===== src/rtl/core/bda_pkg.sv =====
// shared types and constants for the button debounce with auto-repeat
package bda_pkg;

    // phase codes
    localparam logic [2:0] PH_IDLE       = 3'd0;
    localparam logic [2:0] PH_PRESSING   = 3'd1;
    localparam logic [2:0] PH_PRESSED    = 3'd2;
    localparam logic [2:0] PH_AUTOREPEAT = 3'd3;
    localparam logic [2:0] PH_RELEASING  = 3'd4;

    // register indexes
    localparam logic REG_HOLD_DELAY   = 1'b0;
    localparam logic REG_REPEAT_START = 1'b1;

    // register reset values
    localparam logic [15:0] HOLD_DELAY_RESET   = 16'd200;
    localparam logic [9:0]  REPEAT_START_RESET = 10'd20;

    // configuration seen by the step logic
    typedef struct packed {
        logic [15:0] hold_delay;
        logic [9:0]  repeat_start;
    } cfg_t;

    // one result item
    typedef struct packed {
        logic       key_event;
        logic [2:0] debounce_state;
    } res_t;

endpackage


===== src/rtl/core/bda_cfg.sv =====
// apb register bank holding hold_delay and repeat_start
module bda_cfg
(
    input  logic              clk,
    input  logic              rst_n,
    input  logic              psel,
    input  logic              penable,
    input  logic              pwrite,
    input  logic [2:0]        paddr,
    input  logic [31:0]       pwdata,
    output logic [31:0]       prdata,
    output logic              pready,
    output bda_pkg::cfg_t     cfg
);

    logic        wr_en;
    logic        reg_idx;
    logic [15:0] hold_delay_reg;
    logic [9:0]  repeat_start_reg;

    assign pready  = 1'b1;
    assign wr_en   = psel & penable & pwrite;
    assign reg_idx = paddr[2];

    // register writes
    always_ff @(posedge clk or negedge rst_n)
    begin
        if (!rst_n)
        begin
            hold_delay_reg   <= bda_pkg::HOLD_DELAY_RESET;
            repeat_start_reg <= bda_pkg::REPEAT_START_RESET;
        end
        else if (wr_en)
        begin
            if (reg_idx == bda_pkg::REG_HOLD_DELAY)
            begin
                hold_delay_reg <= pwdata[15:0];
            end
            else
            begin
                repeat_start_reg <= pwdata[9:0];
            end
        end
    end

    // read mux
    always_comb
    begin
        unique case (reg_idx)
            bda_pkg::REG_HOLD_DELAY:   prdata = {16'd0, hold_delay_reg};
            bda_pkg::REG_REPEAT_START: prdata = {22'd0, repeat_start_reg};
            default:                   prdata = 32'd0;
        endcase
    end

    assign cfg.hold_delay   = hold_delay_reg;
    assign cfg.repeat_start = repeat_start_reg;

endmodule


===== src/rtl/core/bda_step.sv =====
// debounce and auto-repeat state machine, one tick per enabled cycle
module bda_step
(
    input  logic          clk,
    input  logic          rst_n,
    input  logic          step_en,
    input  logic          btn,
    input  bda_pkg::cfg_t cfg,
    output bda_pkg::res_t res
);

    logic [2:0]  phase_reg;
    logic [2:0]  phase_next;
    logic [15:0] hold_count_reg;
    logic [15:0] hold_count_next;
    logic [9:0]  repeat_count_reg;
    logic [9:0]  repeat_count_next;
    logic [9:0]  repeat_interval_reg;
    logic [9:0]  repeat_interval_next;
    logic [9:0]  interval_dec;
    logic        ev;

    // next interval after an auto-repeat event, floor of one
    assign interval_dec = (repeat_interval_reg > 10'd1) ?
                          (repeat_interval_reg - 10'd1) : repeat_interval_reg;

    // next state for one tick
    always_comb
    begin
        phase_next           = phase_reg;
        hold_count_next      = hold_count_reg;
        repeat_count_next    = repeat_count_reg;
        repeat_interval_next = repeat_interval_reg;
        ev                   = 1'b0;
        unique case (phase_reg)
            bda_pkg::PH_IDLE:
            begin
                if (btn)
                begin
                    phase_next = bda_pkg::PH_PRESSING;
                end
            end
            bda_pkg::PH_PRESSING:
            begin
                if (btn)
                begin
                    ev              = 1'b1;
                    hold_count_next = cfg.hold_delay;
                    phase_next      = bda_pkg::PH_PRESSED;
                end
                else
                begin
                    phase_next = bda_pkg::PH_IDLE;
                end
            end
            bda_pkg::PH_PRESSED:
            begin
                if (!btn)
                begin
                    phase_next = bda_pkg::PH_RELEASING;
                end
                if (hold_count_reg != 16'd0)
                begin
                    hold_count_next = hold_count_reg - 16'd1;
                    // hold delay expired, start auto-repeat even on release
                    if (hold_count_reg == 16'd1)
                    begin
                        repeat_count_next    = cfg.repeat_start;
                        repeat_interval_next = cfg.repeat_start;
                        phase_next           = bda_pkg::PH_AUTOREPEAT;
                    end
                end
            end
            bda_pkg::PH_AUTOREPEAT:
            begin
                if (!btn)
                begin
                    phase_next = bda_pkg::PH_RELEASING;
                end
                if (repeat_count_reg != 10'd0)
                begin
                    repeat_count_next = repeat_count_reg - 10'd1;
                    if (repeat_count_reg == 10'd1)
                    begin
                        ev                   = 1'b1;
                        repeat_interval_next = interval_dec;
                        repeat_count_next    = interval_dec;
                    end
                end
            end
            bda_pkg::PH_RELEASING:
            begin
                // back to pressed keeps the hold count as it is
                phase_next = btn ? bda_pkg::PH_PRESSED : bda_pkg::PH_IDLE;
            end
            default:
            begin
                phase_next = bda_pkg::PH_IDLE;
            end
        endcase
    end

    // state update on each accepted tick
    always_ff @(posedge clk or negedge rst_n)
    begin
        if (!rst_n)
        begin
            phase_reg           <= bda_pkg::PH_IDLE;
            hold_count_reg      <= 16'd0;
            repeat_count_reg    <= 10'd0;
            repeat_interval_reg <= 10'd0;
        end
        else if (step_en)
        begin
            phase_reg           <= phase_next;
            hold_count_reg      <= hold_count_next;
            repeat_count_reg    <= repeat_count_next;
            repeat_interval_reg <= repeat_interval_next;
        end
    end

    assign res.key_event      = ev;
    assign res.debounce_state = phase_next;

endmodule


===== src/rtl/core/button_debounce_autorepeat.sv =====
// top level: button debounce with accelerating auto-repeat
// Each input transfer is one scan tick carrying the raw button level, and each tick gives
// exactly one result transfer with the key event flag and the debounce phase after the tick.
// A tick is accepted every clock while the result register is free or being drained, and its
// result appears in the next cycle from that single result register; throughput is one tick
// per cycle, set by the debounce state machine update. The user must write hold_delay (address 0)
// and repeat_start (address 4) over the APB port only while no tick is in flight (not enforced).
module button_debounce_autorepeat
(
    input  logic        clk,
    input  logic        rst_n,
    // tick input channel
    input  logic        in_valid,
    output logic        in_stall,
    input  logic        pressed,
    // result channel
    output logic        out_valid,
    input  logic        out_stall,
    output logic        key_event,
    output logic [2:0]  debounce_state,
    // configuration port
    input  logic        psel,
    input  logic        penable,
    input  logic        pwrite,
    input  logic [2:0]  paddr,
    input  logic [31:0] pwdata,
    output logic [31:0] prdata,
    output logic        pready
);

    bda_pkg::cfg_t cfg;
    bda_pkg::res_t res;
    logic          in_xfer;
    logic          out_valid_reg;
    logic          key_event_reg;
    logic [2:0]    debounce_state_reg;

    bda_cfg u_cfg
    (
        .clk     (clk),
        .rst_n   (rst_n),
        .psel    (psel),
        .penable (penable),
        .pwrite  (pwrite),
        .paddr   (paddr),
        .pwdata  (pwdata),
        .prdata  (prdata),
        .pready  (pready),
        .cfg     (cfg)
    );

    bda_step u_step
    (
        .clk     (clk),
        .rst_n   (rst_n),
        .step_en (in_xfer),
        .btn     (pressed),
        .cfg     (cfg),
        .res     (res)
    );

    // accept while the result register is empty or drains this cycle
    assign in_stall = out_valid_reg & out_stall;
    assign in_xfer  = in_valid & ~in_stall;

    // result register control
    always_ff @(posedge clk or negedge rst_n)
    begin
        if (!rst_n)
        begin
            out_valid_reg <= 1'b0;
        end
        else if (in_xfer)
        begin
            out_valid_reg <= 1'b1;
        end
        else if (!out_stall)
        begin
            out_valid_reg <= 1'b0;
        end
    end

    // result payload
    always_ff @(posedge clk)
    begin
        if (in_xfer)
        begin
            key_event_reg      <= res.key_event;
            debounce_state_reg <= res.debounce_state;
        end
    end

    assign out_valid      = out_valid_reg;
    assign key_event      = key_event_reg;
    assign debounce_state = debounce_state_reg;

    // a key event never comes with idle or pressing phase
    a_event_phase: assert property (@(posedge clk) disable iff (!rst_n)
        (out_valid && key_event) |->
        (debounce_state == bda_pkg::PH_PRESSED || debounce_state == bda_pkg::PH_AUTOREPEAT ||
         debounce_state == bda_pkg::PH_RELEASING))
        else $error("key event with idle or pressing phase");

    // input is held back only by a waiting result
    a_stall_cause: assert property (@(posedge clk) disable iff (!rst_n)
        in_stall |-> (out_valid && out_stall))
        else $error("input stalled without a pending result");

    // every accepted tick shows up in the result register
    a_tick_result: assert property (@(posedge clk) disable iff (!rst_n)
        (in_valid && !in_stall) |=> out_valid)
        else $error("accepted tick produced no result");

endmodule


===== config.mk =====
export PLATFORM = sky130hd
export DESIGN_NAME = button_debounce_autorepeat
export DESIGN_NICKNAME = d
export VERILOG_FILES = /design/src/rtl/core/bda_pkg.sv /design/src/rtl/core/bda_cfg.sv /design/src/rtl/core/bda_step.sv /design/src/rtl/core/button_debounce_autorepeat.sv
export SDC_FILE = /design/constraint.sdc
export NUM_CORES = 1
export LEC_CHECK = 0
export BUFFER_PORTS_ARGS = -buffer_cell sky130_fd_sc_hd__buf_2
export CAP_MARGIN = 20
export CORE_AREA = 3 3 90 126
export CTS_CLUSTER_SIZE = 40
export DETAILED_ROUTE_END_ITERATION = 12
export DIE_AREA = 0 0 93 129
export GPL_TIMING_DRIVEN = 0
export HOLD_SLACK_MARGIN = 0.1
export PLACE_DENSITY_LB_ADDON = 0.08
export SYNTH_ARGS = -nofsm -noshare
export SYNTH_HDL_FRONTEND = slang
export SYNTH_HIERARCHICAL = 1
export SYNTH_SLANG_ARGS = --single-unit

===== constraint.sdc =====
create_clock -name clk -period 4.79 [get_ports clk]
set_clock_uncertainty 0.05 [all_clocks]
set_input_delay 0.479 -clock clk [delete_from_list [all_inputs] [get_ports clk]]
set_output_delay 0.479 -clock clk [all_outputs]
set_load 0.02 [all_outputs]

==> results.sh <==
export IMPL_ctsResizeCount=0
export IMPL_io_buffers=45
export IMPL_clock_latency_ns=0.33
export IMPL_postCtsSetupBuffers=0
export IMPL_ys_async_sr_fraction=0.943
export IMPL_clkSinkCount=70
export IMPL_clockBufferDepth=2
export IMPL_drc=0
export IMPL_dieHeight_um=129
export IMPL_ioPinCount=82
export IMPL_setup_violations=0
export IMPL_startpoint_type="register"
export IMPL_hold_viol=0
export IMPL_maxCapViolations=0
export IMPL_cts_hold_buf=0
export IMPL_slew_viol_final=0
export IMPL_viasPerCell=5.71
export IMPL_crit_buf_inv=2
export IMPL_dieArea_um2=12000
export IMPL_start_util=0.441
export IMPL_yosysWarningCount=6
export IMPL_worst_pin_slew_ns=0.875
export IMPL_relSlewSlack=0.417
export IMPL_fp_coreArea_um2=10300
export IMPL_routedWlPerCell_um=18.1
export IMPL_grt_max_degree=67
export IMPL_htreeDepth=3
export IMPL_synth_edff_count=4
export IMPL_cts_tree="done"
export IMPL_antenna_left=0
export IMPL_fill_cells=987
export IMPL_final_nets=599
export IMPL_power_frac_seq=0.349
export IMPL_worstPathRequired_ns=4.96
export IMPL_regToRegSetupSlack_ns=1.72
export IMPL_worst_setup_path_type="register to register"
export IMPL_synthCells=478
export IMPL_dpl_hpwl_um=9200
export IMPL_fin_crit_sh=0.641
export IMPL_vias=3950
export IMPL_rsz0062_at_grt="false"
export IMPL_area_delta_synth_final_pct=16.9
export IMPL_outcome="complete, no violations"
export IMPL_insertedDiodeCount=0
export IMPL_cp_data_arrival_time_ns=3.24
export IMPL_yosys_register_bits=70
export IMPL_finalCriticalPeriod_ns=3.07
export IMPL_final_util=0.515
export IMPL_path_delay_family="simple AND/OR/NAND/NOR gates"
export IMPL_max_vdd_ir_drop_mv=0.287
export IMPL_routed_wl_um=12500
export IMPL_p_int_mw=1.72
export IMPL_first_global_vias=3949
export IMPL_antenna_found_initial=0
export IMPL_gr_usage_all_layers=0.218
export IMPL_dr_pass1_iters=5
export IMPL_combPwrFrac=0.410
export IMPL_ys_types=70
export IMPL_p_switching_mw=1.17
export IMPL_avgSynthCellArea_um2=9.54
export IMPL_grt_pass1_wl_um=20300
export IMPL_grt_overflow_total=0
export IMPL_crit_slowest_cell="or4b_2"
export IMPL_gp_congestion=0.870
export IMPL_cts_buffers=9
export IMPL_end_kind="register"
export IMPL_powerDensity_nw_per_um2=543
export IMPL_max_freq_mhz=326
export IMPL_syn_area_um2=4560
export IMPL_crit_chain="inv_1 > ha_1 > or4b_2 > nor4_2 > a41oi_1 > buf_2 > nor2_1 > mux2_2"
export IMPL_crit_path_max_fanout=10
export IMPL_yosysSeqAreaShare=0.390
export IMPL_placementRows=44
export IMPL_p_leak_nw=2.29
export IMPL_drt_iter0_drc=190
export IMPL_pwr_share_clk=0.240
export IMPL_setup_tns_ns=0
export IMPL_clk_pin_slew_ns=0.06
export IMPL_fp_dieW_um=93
export IMPL_synthFlopType="dfrtp_1"
export IMPL_drive_gt1_frac=0.282
export IMPL_holdCritPathClass="input pin to asynchronous set/reset pin"
export IMPL_critical_path_max_stage_delay_ns=0.65
export IMPL_switching_share=0.405
export IMPL_cts_root_buf="clkbuf_16"
-- worst reg2reg max path, stage by stage, from the launching register on --
cell and delay (ns):
dfrtp_1 0.44, inv_1 0.11, ha_1 0.16, or4b_2 0.65, nor4_2 0.58, a41oi_1 0.17
buf_2 0.27, nor2_1 0.18, mux2_2 0.35
-- metal layers --
metal,track usage,share of wire,wire length (um)
met5,0,0,0
met4,0.135,0.048,601
met3,0.0304,0.043,542
met2,0.378,0.50,6320
met1,0.252,0.40,5060
-- per-stage QoR --
step,setup WS (ns),total power [mW],instances,hold slack [ns],instance area [um^2]
after floorplan,2.27,1.85,493,0.133,4620
after global placement,1.68,2.18,676,0.443,5010
after detailed placement,1.73,2.20,676,0.445,5020
after CTS,1.71,2.91,692,0.246,5330
after global routing,1.60,3.10,692,0.284,5330
final,1.72,2.89,692,0.206,5330
-- path summary, 6_finish.rpt --
| path | start | endpoint | depth (start not counted) |
|---|---|---|---|
| max in group asynchronous | rst_n | u_step/hold_count_reg[10] | 1 |
| worst min register to register | u_step/hold_count_reg[9] | u_step/hold_count_reg[9] | 2 |
| min in group clk | in_valid | out_valid | 2 |
| worst max-delay path | u_step/repeat_count_reg[1] | u_step/repeat_interval_reg[1] | 8 |
| worst min-delay path | rst_n | u_step/repeat_interval_reg[4] | 1 |
| worst max register to register | u_step/repeat_count_reg[1] | u_step/repeat_interval_reg[1] | 8 |
-- cells in the mapped netlist (6+ instances only) --
master    count  area share
ha_1          7       0.019
buf_2        11       0.012
nor4_1        9       0.012
o22a_1        7       0.013
mux2_4       10       0.033
buf_4        19       0.031
inv_1        11      0.0091
or2_2         6      0.0082
a31oi_1      10       0.014
or3_1         8       0.011
a211oi_1      7       0.012
nor2_1       40       0.033
a21oi_1      27       0.030
a21o_1        7       0.012
nor3_1       25       0.027
nor2b_1       9       0.012
mux2_2       29       0.072
clkbuf_1     20       0.016
o21ai_0      29       0.032
o31ai_1       8       0.013
nand2_1      11      0.0091
dfrtp_1      61        0.33
-- cells in the final DEF, fill, tap and decap left out, types with 4 or more instances in the layout --
cell type  netlist  layout
a211oi_1         7       7
a21o_1           7       7
a21oi_1         27      27
a22oi_1          5       5
a2bb2oi_1        4       4
a31oi_1         10      10
buf_2           11      55
buf_4           19      20
clkbuf_1        20      21
clkbuf_16        0       9
conb_1           2      17
dfrtp_1         61      61
dfstp_2          5       5
edfxtp_1         4       4
ha_1             7       7
inv_1           11      11
mux2_2          29      29
mux2_4          10      10
nand2_1         11      11
nor2_1          40      40
nor2b_1          9       9
nor3_1          25      25
nor4_1           9       9
o211ai_1         4       4
o21a_1           5       5
o21ai_0         29      29
o21ai_1          4       4
o22a_1           7       7
o31a_1           4       4
o31ai_1          8       8
or2_2            6       6
or3_1            8       8
or4_1            4       4
xnor2_1          5       5
-- cell type report --
cell class	instances	area, um^2	area share
Clock inverter	3	42.5	0.00798
Timing Repair Buffer	45	228	0.0427
Buffer	53	299	0.0561
Clock buffer	13	270	0.0507
Sequential cell	70	1780	0.334
Multi-Input combinational cell	359	2500	0.469
Inverter	11	41.3	0.00775
Tap cell	138	173	0.0324
-- power by group through the flow --
stage                     clock [mW]  combinational (mW)  sequential (mW)
after floorplan                    0               0.905            0.946
after global placement             0                1.17             1.01
after detailed placement           0                1.18             1.02
after CTS                      0.713                1.19             1.01
after global routing           0.735                1.33             1.04
final                          0.695                1.19             1.01
-- logic make-up (layout without fill, tap and decap cells) --
| group | Yosys count | after routing | share of synthesized area |
|---|---|---|---|
| AO/OA/AOI/OAI | 141 | 141 | 0.205 |
| buffers and inverters | 64 | 125 | 0.0746 |
| other | 2 | 17 | 0.00165 |
| AND/OR/NAND/NOR | 145 | 145 | 0.184 |
| XOR/XNOR | 5 | 5 | 0.00960 |
| multiplexers | 44 | 44 | 0.116 |
| adder cells (fa/ha/maj) | 7 | 7 | 0.0192 |
| flip-flops | 70 | 70 | 0.390 |
No activity file was read; power rests on OpenSTA's default activity.
